$ cat config.mk
export PLATFORM = sky130hd
export DESIGN_NAME = stream_find_replace_unit
export DESIGN_NICKNAME = d
export VERILOG_FILES = /design/src/rtl/sfr_pkg.sv /design/src/rtl/stream_find_replace_unit.sv /design/src/rtl/sfr_front.sv /design/src/rtl/sfr_cmd_queue.sv /design/src/rtl/sfr_back.sv
export VERILOG_INCLUDE_DIRS = /design/src /design/src/rtl
export SDC_FILE = /design/constraint.sdc
export NUM_CORES = 1
export LEC_CHECK = 0
export BUFFER_PORTS_ARGS = -buffer_cell sky130_fd_sc_hd__buf_2
export CORE_UTILIZATION = 60
export CTS_CLUSTER_SIZE = 20
export DETAILED_ROUTE_END_ITERATION = 12
export PLACE_DENSITY = 0.78
export SLEW_MARGIN = 0
export SYNTH_ARGS = -nofsm -noshare
export SYNTH_HDL_FRONTEND = slang
export SYNTH_SLANG_ARGS = --single-unit
$ cat constraint.sdc
create_clock -name clk -period 10.1 [get_ports clk]
set_input_delay 2.02 -clock clk [delete_from_list [all_inputs] [get_ports clk]]
set_output_delay 2.02 -clock clk [all_outputs]
set_load 0.005 [all_outputs]
$ cat src/rtl/assert_macros.svh
// Assertion macros shared by the RTL. They compile to nothing in synthesis.
// All users must have a clock named clk and an active-low reset named rst_n.
`ifndef ASSERT_MACROS_SVH
`define ASSERT_MACROS_SVH
`ifndef SYNTHESIS
`define SFR_ASSERT(label, expr) \
  label: assert property (@(posedge clk) disable iff (!rst_n) (expr)) \
    else $error("sfr assertion failed");
`define SFR_ASSERT_IMP(label, ante, cons) \
  label: assert property (@(posedge clk) disable iff (!rst_n) (ante) |-> (cons)) \
    else $error("sfr assertion failed");
`else
`define SFR_ASSERT(label, expr)
`define SFR_ASSERT_IMP(label, ante, cons)
`endif
`endif

$ cat src/rtl/sfr_pkg.sv
// ----------------------------------------------------------------------------
// sfr_pkg
// Types and constants shared by the stream find-and-replace unit.
// ----------------------------------------------------------------------------
`default_nettype none

package sfr_pkg;

  localparam int LEN_W      = 4;
  localparam int PAT_W      = 64;
  localparam int CFG_IDX_W  = 2;
  localparam int CFG_DATA_W = 64;

  localparam logic [CFG_IDX_W-1:0] REG_MATCH_LEN = 2'd0;
  localparam logic [CFG_IDX_W-1:0] REG_MATCH_PAT = 2'd1;
  localparam logic [CFG_IDX_W-1:0] REG_REPL_LEN  = 2'd2;
  localparam logic [CFG_IDX_W-1:0] REG_REPL_PAT  = 2'd3;

  typedef struct packed {
    logic [7:0] text_byte;
    logic       text_valid;
    logic       end_of_text;
  } in_item_t;

  typedef struct packed {
    logic [7:0] out_byte;
    logic       out_valid;
    logic       run_last;
    logic       text_done;
  } out_item_t;

  typedef enum logic [1:0] {
    CMD_BYTE,
    CMD_END,
    CMD_BYTE_END
  } cmd_kind_t;

  typedef struct packed {
    cmd_kind_t  kind;
    logic [7:0] data;
  } cmd_t;

  typedef enum logic [1:0] {
    ST_IDLE,
    ST_PLAN,
    ST_EMIT
  } back_state_t;

endpackage

`default_nettype wire

$ cat src/rtl/stream_find_replace_unit.sv
// ----------------------------------------------------------------------------
// stream_find_replace_unit
// Streaming find-and-replace-all over a byte text with a configurable
// pattern and replacement of up to MAX_LEN bytes each.
// ----------------------------------------------------------------------------
// Each accepted request passes through the back end's command take and
// planning and then an emit step for every result it causes. The back-end
// sequencer puts one byte per cycle into the output register while that
// register is empty or being popped, and stalls otherwise. A two-entry
// command queue lets the input side run ahead while results are still being
// emitted, and the output register is refilled in the same cycle that the
// current result is popped. Configuration may only be written while no text
// is in flight.
`default_nettype none

module stream_find_replace_unit #(
  parameter int MAX_LEN = 8
) (
  input  logic                                 clk,
  input  logic                                 rst_n,
  input  logic                                 cfg_we,
  input  logic [sfr_pkg::CFG_IDX_W-1:0]        cfg_index,
  input  logic [sfr_pkg::CFG_DATA_W-1:0]       cfg_data,
  input  sfr_pkg::in_item_t                    in_item,
  input  logic                                 in_push,
  output logic                                 in_full,
  output sfr_pkg::out_item_t                   out_item,
  output logic                                 out_empty,
  input  logic                                 out_pop
);
  import sfr_pkg::*;

  localparam int CNT_W = $clog2(MAX_LEN + 1);

  logic [LEN_W-1:0]   match_length_r;
  logic [PAT_W-1:0]   match_pattern_r;
  logic [LEN_W-1:0]   replace_length_r;
  logic [PAT_W-1:0]   replace_pattern_r;
  logic [CNT_W-1:0]   mlen, rlen;

  logic               q_push, q_full, q_pop, q_empty;
  cmd_t               q_cmd_in, q_cmd_out;

  always_ff @(posedge clk) begin
    if (!rst_n) begin
      match_length_r    <= '0;
      match_pattern_r   <= '0;
      replace_length_r  <= '0;
      replace_pattern_r <= '0;
    end else if (cfg_we) begin
      case (cfg_index)
        REG_MATCH_LEN: match_length_r    <= cfg_data[LEN_W-1:0];
        REG_MATCH_PAT: match_pattern_r   <= cfg_data[PAT_W-1:0];
        REG_REPL_LEN:  replace_length_r  <= cfg_data[LEN_W-1:0];
        REG_REPL_PAT:  replace_pattern_r <= cfg_data[PAT_W-1:0];
        default: begin
          match_length_r <= match_length_r;
        end
      endcase
    end
  end

  // Lengths above the window size behave as the window size.
  always_comb begin
    mlen = (match_length_r > LEN_W'(MAX_LEN)) ? CNT_W'(MAX_LEN)
                                               : match_length_r[CNT_W-1:0];
    rlen = (replace_length_r > LEN_W'(MAX_LEN)) ? CNT_W'(MAX_LEN)
                                                 : replace_length_r[CNT_W-1:0];
  end

  sfr_front u_front (
    .in_item (in_item),
    .in_push (in_push),
    .in_full (in_full),
    .q_push  (q_push),
    .q_cmd   (q_cmd_in),
    .q_full  (q_full)
  );

  sfr_cmd_queue u_queue (
    .clk     (clk),
    .rst_n   (rst_n),
    .push    (q_push),
    .cmd_in  (q_cmd_in),
    .full    (q_full),
    .pop     (q_pop),
    .cmd_out (q_cmd_out),
    .empty   (q_empty)
  );

  sfr_back #(
    .MAX_LEN (MAX_LEN)
  ) u_back (
    .clk             (clk),
    .rst_n           (rst_n),
    .cmd             (q_cmd_out),
    .cmd_empty       (q_empty),
    .cmd_pop         (q_pop),
    .mlen            (mlen),
    .rlen            (rlen),
    .match_pattern   (match_pattern_r[8*MAX_LEN-1:0]),
    .replace_pattern (replace_pattern_r[8*MAX_LEN-1:0]),
    .out_item        (out_item),
    .out_empty       (out_empty),
    .out_pop         (out_pop)
  );

endmodule

`default_nettype wire

$ cat src/rtl/sfr_front.sv
// ----------------------------------------------------------------------------
// sfr_front
// Accepts input requests, classifies them into commands and drops requests
// that carry neither a byte nor an end marker.
// ----------------------------------------------------------------------------
`default_nettype none

module sfr_front (
  input  sfr_pkg::in_item_t in_item,
  input  logic              in_push,
  output logic              in_full,
  output logic              q_push,
  output sfr_pkg::cmd_t     q_cmd,
  input  logic              q_full
);
  import sfr_pkg::*;

  logic keep;
  logic accept;

  always_comb begin
    keep       = 1'b1;
    q_cmd.data = in_item.text_byte;
    case ({in_item.text_valid, in_item.end_of_text})
      2'b10: begin
        q_cmd.kind = CMD_BYTE;
      end
      2'b01: begin
        q_cmd.kind = CMD_END;
      end
      2'b11: begin
        q_cmd.kind = CMD_BYTE_END;
      end
      default: begin
        q_cmd.kind = CMD_BYTE;
        keep       = 1'b0;
      end
    endcase
  end

  assign in_full = q_full;
  assign accept  = in_push && !q_full;
  assign q_push  = accept && keep;

endmodule

`default_nettype wire

$ cat src/rtl/sfr_cmd_queue.sv
// ----------------------------------------------------------------------------
// sfr_cmd_queue
// Two-entry command queue between the front and the back end.
// ----------------------------------------------------------------------------
`default_nettype none

module sfr_cmd_queue (
  input  logic          clk,
  input  logic          rst_n,
  input  logic          push,
  input  sfr_pkg::cmd_t cmd_in,
  output logic          full,
  input  logic          pop,
  output sfr_pkg::cmd_t cmd_out,
  output logic          empty
);
  import sfr_pkg::*;

  cmd_t       mem_r [2];
  logic       wr_ptr_r, wr_ptr_nxt;
  logic       rd_ptr_r, rd_ptr_nxt;
  logic [1:0] count_r, count_nxt;
  logic       do_push, do_pop;

  assign full    = (count_r == 2'd2);
  assign empty   = (count_r == 2'd0);
  assign do_push = push && !full;
  assign do_pop  = pop && !empty;
  assign cmd_out = mem_r[rd_ptr_r];

  always_comb begin
    wr_ptr_nxt = do_push ? !wr_ptr_r : wr_ptr_r;
    rd_ptr_nxt = do_pop ? !rd_ptr_r : rd_ptr_r;
    count_nxt  = count_r + {1'b0, do_push} - {1'b0, do_pop};
  end

  always_ff @(posedge clk) begin
    if (!rst_n) begin
      wr_ptr_r <= 1'b0;
      rd_ptr_r <= 1'b0;
      count_r  <= 2'd0;
    end else begin
      wr_ptr_r <= wr_ptr_nxt;
      rd_ptr_r <= rd_ptr_nxt;
      count_r  <= count_nxt;
    end
  end

  always_ff @(posedge clk) begin
    if (do_push) begin
      mem_r[wr_ptr_r] <= cmd_in;
    end
  end

endmodule

`default_nettype wire

$ cat src/rtl/sfr_back.sv
// ----------------------------------------------------------------------------
// sfr_back
// Holds the pending window, plans the results of one command and emits them
// one byte per cycle into the output register while it is empty or popped.
// ----------------------------------------------------------------------------
`default_nettype none
`include "assert_macros.svh"

module sfr_back #(
  parameter  int MAX_LEN = 8,
  localparam int CNT_W   = $clog2(MAX_LEN + 1)
) (
  input  logic                   clk,
  input  logic                   rst_n,
  input  sfr_pkg::cmd_t          cmd,
  input  logic                   cmd_empty,
  output logic                   cmd_pop,
  input  logic [CNT_W-1:0]       mlen,
  input  logic [CNT_W-1:0]       rlen,
  input  logic [8*MAX_LEN-1:0]   match_pattern,
  input  logic [8*MAX_LEN-1:0]   replace_pattern,
  output sfr_pkg::out_item_t     out_item,
  output logic                   out_empty,
  input  logic                   out_pop
);
  import sfr_pkg::*;

  back_state_t          state_r, state_nxt;
  logic [7:0]           win_r [MAX_LEN];
  logic [CNT_W-1:0]     cnt_r, cnt_nxt;
  logic [CNT_W-1:0]     wleft_r, wleft_nxt;
  logic [CNT_W-1:0]     rleft_r, rleft_nxt;
  logic                 marker_r, marker_nxt;
  logic                 has_byte_r, end_r, pass_r;
  logic [8*MAX_LEN-1:0] rep_sr_r;
  logic                 out_full_r, out_full_nxt;
  out_item_t            out_item_r;

  logic                 cmd_has_byte, cmd_is_end;
  logic                 take;
  logic [MAX_LEN:0]     pfx;
  logic [CNT_W-1:0]     k;
  logic                 scan, match;
  logic [CNT_W-1:0]     n_win, n_rep;
  logic                 out_load, out_taken, emit_last;
  logic                 shift_win, shift_rep;
  out_item_t            emit_item;

  always_comb begin
    case (cmd.kind)
      CMD_BYTE: begin
        cmd_has_byte = 1'b1;
        cmd_is_end   = 1'b0;
      end
      CMD_END: begin
        cmd_has_byte = 1'b0;
        cmd_is_end   = 1'b1;
      end
      CMD_BYTE_END: begin
        cmd_has_byte = 1'b1;
        cmd_is_end   = 1'b1;
      end
      default: begin
        cmd_has_byte = 1'b0;
        cmd_is_end   = 1'b0;
      end
    endcase
  end

  assign take    = (state_r == ST_IDLE) && !cmd_empty;
  assign cmd_pop = take;

  // pfx[s] is set when the window with its first s bytes dropped is still a
  // prefix of the pattern; k is the fewest bytes that must leave the front.
  always_comb begin
    for (int s = 0; s <= MAX_LEN; s++) begin
      pfx[s] = (CNT_W'(s) <= cnt_r) && ((cnt_r - CNT_W'(s)) <= mlen);
      for (int j = s; j < MAX_LEN; j++) begin
        if ((CNT_W'(j) < cnt_r) && (win_r[j] != match_pattern[8*(j-s) +: 8])) begin
          pfx[s] = 1'b0;
        end
      end
    end
    k = CNT_W'(MAX_LEN);
    for (int s = MAX_LEN; s >= 0; s--) begin
      if (pfx[s]) begin
        k = CNT_W'(s);
      end
    end
  end

  // A full match must cover the whole window, so it needs k of 0 and a window as long as the pattern.
  always_comb begin
    scan  = has_byte_r && !pass_r;
    match = scan && (k == '0) && (cnt_r == mlen);
    n_win = match ? '0 : ((scan && !end_r) ? k : cnt_r);
    n_rep = match ? rlen : '0;
  end

  assign out_taken = out_pop && out_full_r;
  assign out_load  = (state_r == ST_EMIT) && (!out_full_r || out_pop);
  assign out_empty = !out_full_r;
  assign out_item  = out_item_r;

  always_comb begin
    emit_item = '0;
    shift_win = 1'b0;
    shift_rep = 1'b0;
    if (wleft_r != '0) begin
      emit_item.out_byte  = win_r[0];
      emit_item.out_valid = 1'b1;
      emit_last           = (wleft_r == CNT_W'(1)) && (rleft_r == '0);
      shift_win           = out_load;
    end else if (rleft_r != '0) begin
      emit_item.out_byte  = rep_sr_r[7:0];
      emit_item.out_valid = 1'b1;
      emit_last           = (rleft_r == CNT_W'(1));
      shift_rep           = out_load;
    end else begin
      emit_last = 1'b1;
    end
    emit_item.run_last  = emit_last;
    emit_item.text_done = emit_last && end_r;
  end

  always_comb begin
    state_nxt = state_r;
    case (state_r)
      ST_IDLE: begin
        if (take) begin
          state_nxt = ST_PLAN;
        end
      end
      ST_PLAN: begin
        if ((n_win != '0) || (n_rep != '0) || end_r) begin
          state_nxt = ST_EMIT;
        end else begin
          state_nxt = ST_IDLE;
        end
      end
      ST_EMIT: begin
        if (out_load && emit_last) begin
          state_nxt = ST_IDLE;
        end
      end
      default: begin
        state_nxt = ST_IDLE;
      end
    endcase
  end

  always_comb begin
    cnt_nxt    = cnt_r;
    wleft_nxt  = wleft_r;
    rleft_nxt  = rleft_r;
    marker_nxt = marker_r;
    case (state_r)
      ST_IDLE: begin
        if (take && cmd_has_byte) begin
          cnt_nxt = cnt_r + CNT_W'(1);
        end
      end
      ST_PLAN: begin
        wleft_nxt  = n_win;
        rleft_nxt  = n_rep;
        marker_nxt = end_r && (n_win == '0) && (n_rep == '0);
        if (match) begin
          cnt_nxt = '0;
        end
      end
      ST_EMIT: begin
        if (out_load) begin
          if (wleft_r != '0) begin
            wleft_nxt = wleft_r - CNT_W'(1);
            cnt_nxt   = cnt_r - CNT_W'(1);
          end else if (rleft_r != '0) begin
            rleft_nxt = rleft_r - CNT_W'(1);
          end else begin
            marker_nxt = 1'b0;
          end
        end
      end
      default: begin
        cnt_nxt = cnt_r;
      end
    endcase
  end

  always_comb begin
    if (out_load) begin
      out_full_nxt = 1'b1;
    end else if (out_taken) begin
      out_full_nxt = 1'b0;
    end else begin
      out_full_nxt = out_full_r;
    end
  end

  always_ff @(posedge clk) begin
    if (!rst_n) begin
      state_r    <= ST_IDLE;
      cnt_r      <= '0;
      wleft_r    <= '0;
      rleft_r    <= '0;
      marker_r   <= 1'b0;
      out_full_r <= 1'b0;
    end else begin
      state_r    <= state_nxt;
      cnt_r      <= cnt_nxt;
      wleft_r    <= wleft_nxt;
      rleft_r    <= rleft_nxt;
      marker_r   <= marker_nxt;
      out_full_r <= out_full_nxt;
    end
  end

  always_ff @(posedge clk) begin
    if (take) begin
      has_byte_r <= cmd_has_byte;
      end_r      <= cmd_is_end;
      pass_r     <= cmd_has_byte && (({1'b0, cnt_r} + 1'b1) > {1'b0, mlen});
      for (int i = 0; i < MAX_LEN; i++) begin
        if (cmd_has_byte && (cnt_r == CNT_W'(i))) begin
          win_r[i] <= cmd.data;
        end
      end
    end
    if (shift_win) begin
      for (int i = 0; i < MAX_LEN - 1; i++) begin
        win_r[i] <= win_r[i+1];
      end
    end
    if (state_r == ST_PLAN) begin
      rep_sr_r <= replace_pattern;
    end else if (shift_rep) begin
      rep_sr_r <= rep_sr_r >> 8;
    end
    if (out_load) begin
      out_item_r <= emit_item;
    end
  end

  `SFR_ASSERT(a_cnt_bound, cnt_r <= CNT_W'(MAX_LEN))
  `SFR_ASSERT_IMP(a_idle_window, state_r == ST_IDLE, cnt_r < CNT_W'(MAX_LEN))
  `SFR_ASSERT_IMP(a_idle_clear, state_r == ST_IDLE, (wleft_r == '0) && (rleft_r == '0) && !marker_r)
  `SFR_ASSERT_IMP(a_emit_window, (state_r == ST_EMIT) && (wleft_r != '0), wleft_r <= cnt_r)

endmodule

`default_nettype wire
==> results.cfg, run 1 <==
[routing]
ant_nets = 0
route.detailed.drc = 0
vias = 13200
dr.pass1.iters = 5
viasPerCell = 5.98
finalWirelength_um = 46200
drt_iter0_drc = 1260
avgRoutedWirePerCell_um = 21.0

[worst_setup_path]
max_stage_delay_ns = 0.95
startpoint_type = input pin
crit_path_frequent_cell = buf_4
required_ns = 10.22
worstPathMaxFanout = 23
endpoint_kind = register
rrSetupSlack_ns = 5.95
arrival_ns = 4.62
critical_path_class = input pin to register
cp_cell_sequence = buf_2, nor2_1, nor2_1, buf_4, nand2_1, buf_4, o21ai_0, buf_4, nor3_4, nand3_1, o21ai_0
slowest_stage = o21ai_0

[pwr]
p_leak_uw = 0.00695
p_clk_frac = 0.300
pwr_density_cell_mw_per_mm2 = 220
power_frac_seq = 0.445
intPower_uw = 2850
pwr-share-comb = 0.255
p_sw_uw = 1290
peakVddDrop_mv = 0.148
swShare = 0.311

[run]
drv_cap = 0

[finish]
fin_nets = 1925
fillerInstances = 2267
final_area_mm2 = 0.0188
areaGrowthSynthToFinish_pct = 7.75
final_cells = 2205
diodes = 0
multi_input_area_mm2 = 0.00854
seq_area_mm2 = 0.00799
layout-drive-gt1-share = 0.127

[grt]
grt-ovfl-total = 0
grt_pass1_vias = 12500
grt.total_usage = 0.312
grt_start_max_net_pins = 83
antenna_found_initial = 1
grt_first_pass_wirelength_um = 70100

[status]
status = completed

[placed_design]
place_hpwl_um = 33100
dp_cells = 2144
place_area_mm2 = 0.0177
gp_congestion = 1.02
portBuffers = 93

[clock_network]
htree_levels = 2
clockBufferDepth = 3
clk_pin_slew_ns = 0.06
postCtsSetupBuffers = 0
root_buffer = clkbuf_16
cts_repair_resize_count = 0
cts_hold_buf = 0
cts_tree = yes
clock-sinks = 318
cts-buffers-inserted = 34
insertion_delay_ns = 0.52

[logic_synthesis]
synth_top_area_cell = edfxtp_1
syn_inst = 1809
netlist_top_cells_area = edfxtp_1 28%, dfxtp_1 18%, xor2_1 8.7%
yosysSeqAreaShare = 0.459
yosys.cell_types.count = 68
yosysMostFrequentCell = nand2_1
syn-num-nets = 1938
synth-seq-cells = 318
syn_area_per_cell_um2 = 9.63
synth_top_area_share = 0.279
synth-edff-count = 162
synth_area_mm2 = 0.0174
ys_top_cells_by_count = 299 x nand2_1, 173 x xor2_1, 162 x edfxtp_1
synth.yosys.warnings = 0
ys_async_sr_fraction = 0
yosys_most_used_dff = edfxtp_1

[sta]
tns_ns = 0
finalCritPeriodShare = 0.445
slew_headroom = 0.209
rsz0062_at_grt = false
post-route-min-period_ns = 4.49
finalMaxSlewViolations = 0
skew_ns = 0.0139
worst_slew_pin_slew_ns = 1.17
fmax_mhz = 223
hold_viol = 0
whs_ns = 0.452
setup_violations = 0

[die]
die_w_um = 172
start_util = 0.608
core.rowCount = 62
core_mm2 = 0.0286
dieArea_mm2 = 0.0297
io_pins = 94
die_y_um = 172

[worst_hold_path]
hold_path_class = register to register
==> cell type report <==
type / count / share of cell area
clock buffers: 48 / 0.0511
flip-flops and latches: 318 / 0.426
inverters: 28 / 0.00567
repair buffers: 104 / 0.0292
clock inverters: 13 / 0.00773
multi-input cells: 1310 / 0.455
well taps: 384 / 0.0256
==> per-layer routing <==
metal,wire (µm),track usage
met1,18800,0.394
met2,21400,0.511
met3,3320,0.0545
met4,2690,0.165
met5,13,0
==> state kept, by name, indices dropped and copies added (netlist names), 2 cells and up, named ones only <==
name	cells
replace_pattern_r	64
replace_length_r	4
u_back.rleft_r	4
match_pattern_r	64
u_back.out_item	11
u_back.state_r	2
u_back.cnt_r	4
u_queue.mem_r	20
match_length_r	4
u_queue.count_r	2
u_back.rep_sr_r	64
u_back.win_r	64
u_back.wleft_r	4
==> critical path: cells and delay by family <==
family	cells	cell delay [ns]
compound gates	2	1.08
buf+inv	4	0.77
simple gates	5	0.74
==> final timing paths <==
path / startpoint / endpoint / cells past startpoint
setup / recovery: out_pop / u_back.win_r[0][27]$_DFFE_PP_ / 11
hold / removal: replace_pattern_r[19]$_SDFFE_PN0P_ / replace_pattern_r[19]$_SDFFE_PN0P_ / 2
setup reg to reg: u_back.cnt_r[3]$_SDFFE_PN0P_ / u_back.state_r[1]$_SDFFE_PN0P_ / 12
hold reg to reg: replace_pattern_r[19]$_SDFFE_PN0P_ / replace_pattern_r[19]$_SDFFE_PN0P_ / 2
==> cell usage in the layout (no fill, tap or decap), drive strengths merged, types with 10 or more instances in the layout <==
cell,count
nand2,299
a21boi,34
mux2,56
edfxtp,162
nand3,10
inv,28
clkinv,10
xor2,173
clkbuf,48
ha,48
nor2,149
a211oi,20
o21ai,33
nor4,45
dfxtp,156
nand4,33
a21oi,138
nor2b,13
buf,104
mux2i,19
nor3,10
and2,24
xnor2,128
==> metrics by stage <==
step / total power [µW] / utilization / setup WS, ns
2_1_floorplan: 2590 / - / 5.48
3_3_place_gp: 2860 / 0.617 / 5.25
3_5_place_dp: 2900 / 0.617 / 5.15
4_1_cts: 4140 / 0.656 / 5.66
5_1_grt: 4310 / 0.656 / 5.33
6_report: 4140 / 0.656 / 5.61
==> cell families (layout without fill, tap and decap cells) <==
| family | after synthesis | count (layout) | share of synthesized area |
|---|---|---|---|
| and+or+nand+nor | 602 | 602 | 0.154 |
| DFF | 318 | 318 | 0.459 |
| xor gates and xnor gates | 301 | 301 | 0.151 |
| AOI/OAI and AO/OA | 284 | 284 | 0.102 |
| buffers and inverters | 181 | 193 | 0.0521 |
| muxes | 75 | 75 | 0.0471 |
| adders and majority gates | 48 | 48 | 0.0345 |
==> power by group through the flow <==
stage / combinational, µW / sequential, µW / clock (µW)
finish: 1050 / 1840 / 1240
global route: 1150 / 1860 / 1300
CTS: 1050 / 1830 / 1260
detailed placement: 1040 / 1860 / 0
global placement: 1010 / 1850 / 0
floorplan: 841 / 1750 / 0
Power figures use the tool's default switching activity.
==> inputs of run 2 (changes only) <==
clock period = 4.5 ns   (was 10.1 ns; I/O delays follow)
==> run 2 against run 1 <==
Net effect:
- count of clock-buffer cells in the layout grew 1
- combinational power grew 130%
- sequential cell count is the same
- final cell count grew 0.63%
- clock power grew 120%
- core utilization grew 0.36 points
- largest power group unchanged
==> results.cfg, run 2 (synthesis gave the netlist of run 1 again) <==
[placed_design]
portBuffers = 93
gp_congestion = 0.986
place_hpwl_um = 34300

[worst_setup_path]
required_ns = 4.92
critical_path_class = register to register
startpoint_type = register
endpoint_kind = register
worstPathMaxFanout = 10
arrival_ns = 4.05

[pwr]
peakVddDrop_mv = 0.399
p_clk_frac = 0.298
swShare = 0.315
pwr-share-comb = 0.263
power_frac_seq = 0.439
intPower_uw = 6370
pwr_density_cell_mw_per_mm2 = 493
p_leak_uw = 0.00702
p_sw_uw = 2930

[sta]
setup_violations = 0
post-route-min-period_ns = 3.63
hold_viol = 0
finalCritPeriodShare = 0.808
tns_ns = 0
slew_headroom = 0.193
fmax_mhz = 275
skew_ns = 0.0223
worst_slew_pin_slew_ns = 1.20
rsz0062_at_grt = false
finalMaxSlewViolations = 0

[routing]
viasPerCell = 6.03
drt_iter0_drc = 1281
vias = 13400
avgRoutedWirePerCell_um = 21.8
ant_nets = 0
dr.pass1.iters = 6
route.detailed.drc = 0
finalWirelength_um = 48400

[finish]
fin_util = 0.659
layout-drive-gt1-share = 0.133
fin_nets = 1938
final_common_cell = nand2_1
diodes = 0
final_cell_mix = 299 x nand2_1, 173 x xor2_1, 162 x edfxtp_1, 156 x dfxtp_1, 149 x nor2_1
areaGrowthSynthToFinish_pct = 8.35

[clock_network]
postCtsSetupBuffers = 0
root_buffer = clkbuf_16
cts_tree = yes
clk_pin_slew_ns = 0.06
htree_levels = 2
clockBufferDepth = 3
insertion_delay_ns = 0.53
cts_hold_buf = 0
clock-sinks = 318
cts_repair_resize_count = 0
cts-buffers-inserted = 34

[status]
status = completed

[worst_hold_path]
hold_path_class = register to register

[die]
dieArea_mm2 = 0.0297
die_w_um = 172
start_util = 0.608
die_y_um = 172
io_pins = 94
core.rowCount = 62
core_mm2 = 0.0286

[grt]
grt_start_max_net_pins = 73
grt_first_pass_wirelength_um = 72600
grt-ovfl-total = 0
antenna_found_initial = 1
grt_pass1_vias = 12800
grt.total_usage = 0.326

[run]
drv_cap = 0
-- run 2: power by group through the flow --
| stage | Combinational [µW] | Sequential, µW | Clock (µW) |
|---|---|---|---|
| 3_3_place_gp | 2350 | 4120 | 0 |
| 5_1_grt | 2680 | 4120 | 2910 |
| 6_report | 2450 | 4080 | 2780 |
| 2_1_floorplan | 1890 | 3930 | 0 |
| 3_5_place_dp | 2400 | 4130 | 0 |
| 4_1_cts | 2420 | 4070 | 2800 |
-- run 2: stage by stage --
step           setup slack, ns  instance area (µm²)  hold slack (ns)  total power [µW]  instances
2_1_floorplan             1.00                17400            0.432              5820       1809
3_3_place_gp              1.08                17800            0.438              6460       2157
3_5_place_dp              1.01                17800            0.443              6530       2157
4_1_cts                   1.03                18900            0.452              9290       2219
5_1_grt                  0.720                18900            0.465              9710       2219
6_report                 0.865                18900            0.447              9310       2219
-- run 2: worst max-delay path, cell delays in order, from the launching register on --
cell	delay (ns)
dfxtp_1	0.43
inv_1	0.32
ha_1	0.36
nor2b_1	0.12
o21ai_1	0.53
a21oi_1	0.12
nor4_1	0.62
nand4_1	0.20
or3b_1	0.24
nor2_1	0.06
o21ai_0	0.16
nand4_1	0.13
a32o_1	0.24
-- run 2: cell type report --
type                       instances  area (µm²)
fill                            2214        9750
multi-input combinational       1310        8540
sequential                       318        7990
clock buffer                      49         958
timing repair buffer             117         658
tap                              384         480
clock inverter                    13         140
inverter                          28         106
-- run 2: path summary, 6_finish.rpt --
path	start	slack, ns	to	depth (start not counted)
worst max-delay path	u_back.cnt_r[1]$_SDFFE_PN0P_	0.87	u_back.state_r[1]$_SDFFE_PN0P_	12
worst min-delay path	replace_pattern_r[56]$_SDFFE_PN0P_	0.45	replace_pattern_r[56]$_SDFFE_PN0P_	2
worst max register to register	u_back.cnt_r[1]$_SDFFE_PN0P_	0.87	u_back.state_r[1]$_SDFFE_PN0P_	12
worst min register to register	replace_pattern_r[56]$_SDFFE_PN0P_	0.45	replace_pattern_r[56]$_SDFFE_PN0P_	2
-- run 2: metal layers --
layer / up-vias / track usage / share of wire
li1: 6153 / - / -
met1: 6347 / 0.419 / 0.40
met2: 705 / 0.524 / 0.46
met3: 186 / 0.0536 / 0.083
met4: 0 / 0.182 / 0.056
met5: - / 0 / 0
==> inputs of run 3 (changes only) <==
clock period = 3.7 ns   (was 4.5 ns; I/O delays follow)
==> run 3 against run 2 <==
Net effect:
- die area unchanged
- critical path type unchanged
- core utilization rose by 1.2 points
- first-iteration DRC count down 6.6%
- largest power group unchanged
==> results.cfg, run 3 (synthesis gave the netlist of run 1 again) <==
[routing]
dr.pass1.iters = 5
drt_iter0_drc = 1196
viasPerCell = 6.00
avgRoutedWirePerCell_um = 21.7
route.detailed.drc = 0
ant_nets = 0
finalWirelength_um = 49000
vias = 13600

[sta]
rsz0062_at_grt = false
worst_slew_pin_slew_ns = 1.25
skew_ns = 0.0190
finalCritPeriodShare = 0.927
setup_violations = 0
finalMaxSlewViolations = 0
hold_viol = 0
tns_ns = 0
fmax_mhz = 292
post-route-min-period_ns = 3.43
slew_headroom = 0.161

[clock_network]
root_buffer = clkbuf_16
htree_levels = 2
cts-buffers-inserted = 35
clk_pin_slew_ns = 0.06
cts_hold_buf = 0
postCtsSetupBuffers = 0
cts_repair_resize_count = 0
clockBufferDepth = 3
insertion_delay_ns = 0.52
clock-sinks = 318
cts_tree = yes

[finish]
layout-drive-gt1-share = 0.152
areaGrowthSynthToFinish_pct = 10.3
multi_input_area_mm2 = 0.00854
diodes = 0
seq_area_mm2 = 0.00799
final_cell_mix = 299 x nand2_1, 173 x xor2_1, 162 x edfxtp_1, 156 x dfxtp_1, 149 x nor2_1
fillerInstances = 2209
fin_nets = 1982
final_common_cell = nand2_1

[pwr]
peakVddDrop_mv = 0.424
p_clk_frac = 0.294
finalPower_uw = 11500
p_leak_uw = 0.00723
swShare = 0.318
power_frac_seq = 0.429
pwr_density_cell_mw_per_mm2 = 596
intPower_uw = 7820
pwr-share-comb = 0.277
p_sw_uw = 3640

[placed_design]
portBuffers = 93
place_hpwl_um = 35100
gp_congestion = 1.01

[grt]
grt_use_met3 = 0.0481
grt_start_max_net_pins = 69
antenna_found_initial = 0
grt-busiest-layer = met2
grt_first_pass_wirelength_um = 73100
grt-ovfl-total = 0
grt_pass1_vias = 13000
grtUsageMet1 = 0.419
grtUsageMet2 = 0.545
grt.total_usage = 0.328

[worst_hold_path]
hold_path_class = input pin to register
holdCritStartpoint = in_item[5]

[die]
dieArea_mm2 = 0.0297
core_mm2 = 0.0286
die_w_um = 172
io_pins = 94
core.rowCount = 62
die_y_um = 172
start_util = 0.608

[worst_setup_path]
required_ns = 4.14
worstPathMaxFanout = 10
slowest_stage = dfxtp_1
reg2reg_from = u_back.cnt_r[1]$_SDFFE_PN0P_
arrival_ns = 3.87
startpoint_type = register
cp_cell_sequence = inv_1, ha_1, inv_1, ha_1, nor2b_1, o21a_1, o21a_1, o22a_1, a2111oi_4, o211ai_2, a311oi_1, a31oi_1, o31a_1, nor2_1
max_stage_delay_ns = 0.53
rrSetupSlack_ns = 0.27
endpoint_kind = register
critical_path_class = register to register
startpoint = u_back.cnt_r[1]$_SDFFE_PN0P_

[status]
status = completed

[run]
drv_cap = 0
## run 3: changes by cell type in the layout (fill, tap and decap cells not counted), moves of 2 or more
cell	change
buf_4	+42
clkbuf_8	-2
clkinv_4	-2
clkinv_1	+2
## run 3: final timing paths
path | endpoint | cells past startpoint
max | u_back.wleft_r[0]$_SDFFE_PN0P_ | 14
min | u_queue.mem_r[1][3]$_DFFE_PP_ | 1
max reg2reg | u_back.wleft_r[0]$_SDFFE_PN0P_ | 14
min reg2reg | replace_pattern_r[61]$_SDFFE_PN0P_ | 2
## run 3: metal layers
layer / vias up / wire length, µm
met5: - / 0
met4: 0 / 2270
met3: 164 / 3590
met2: 626 / 23100
met1: 6531 / 20000
li1: 6246 / -
## run 3: critical path, delay by kind of cell (launching register included)
kind	cells	cell delay [ns]
AO/OA/AOI/OAI	8	1.66
adder cells (fa/ha/maj)	2	0.63
buffers and inverters	2	0.31
flip-flops	1	0.53
AND/OR/NAND/NOR	2	0.23
## run 3: through the flow
| stage | area (µm²) | std cells | hold WS [ns] | util | setup slack, ns |
|---|---|---|---|---|---|
| 2_1_floorplan | 17400 | 1809 | 0.432 | - | 0.362 |
| 3_3_place_gp | 18100 | 2200 | 0.437 | 0.633 | 0.356 |
| 3_5_place_dp | 18100 | 2200 | 0.444 | 0.633 | 0.345 |
| 4_1_cts | 19200 | 2263 | 0.408 | 0.671 | 0.310 |
| 5_1_grt | 19200 | 2263 | 0.410 | 0.671 | 0.0680 |
| 6_report | 19200 | 2263 | 0.419 | 0.671 | 0.270 |
## run 3: area by class of cell
type	count	area share
Multi-Input combinational cell	1310	0.444
Clock buffer	48	0.0497
Tap cell	384	0.0250
Timing Repair Buffer	160	0.0517
Sequential cell	318	0.416
Inverter	28	0.00553
Clock inverter	15	0.00781
## run 3: power groups by stage
| stage | clock, µW | sequential, µW | combinational, µW |
|---|---|---|---|
| after global placement | 0 | 4950 | 3040 |
| after detailed placement | 0 | 4970 | 3100 |
| after floorplan | 0 | 4780 | 2300 |
| after CTS | 3380 | 4900 | 3140 |
| final | 3370 | 4910 | 3180 |
| after global routing | 3510 | 4950 | 3440 |
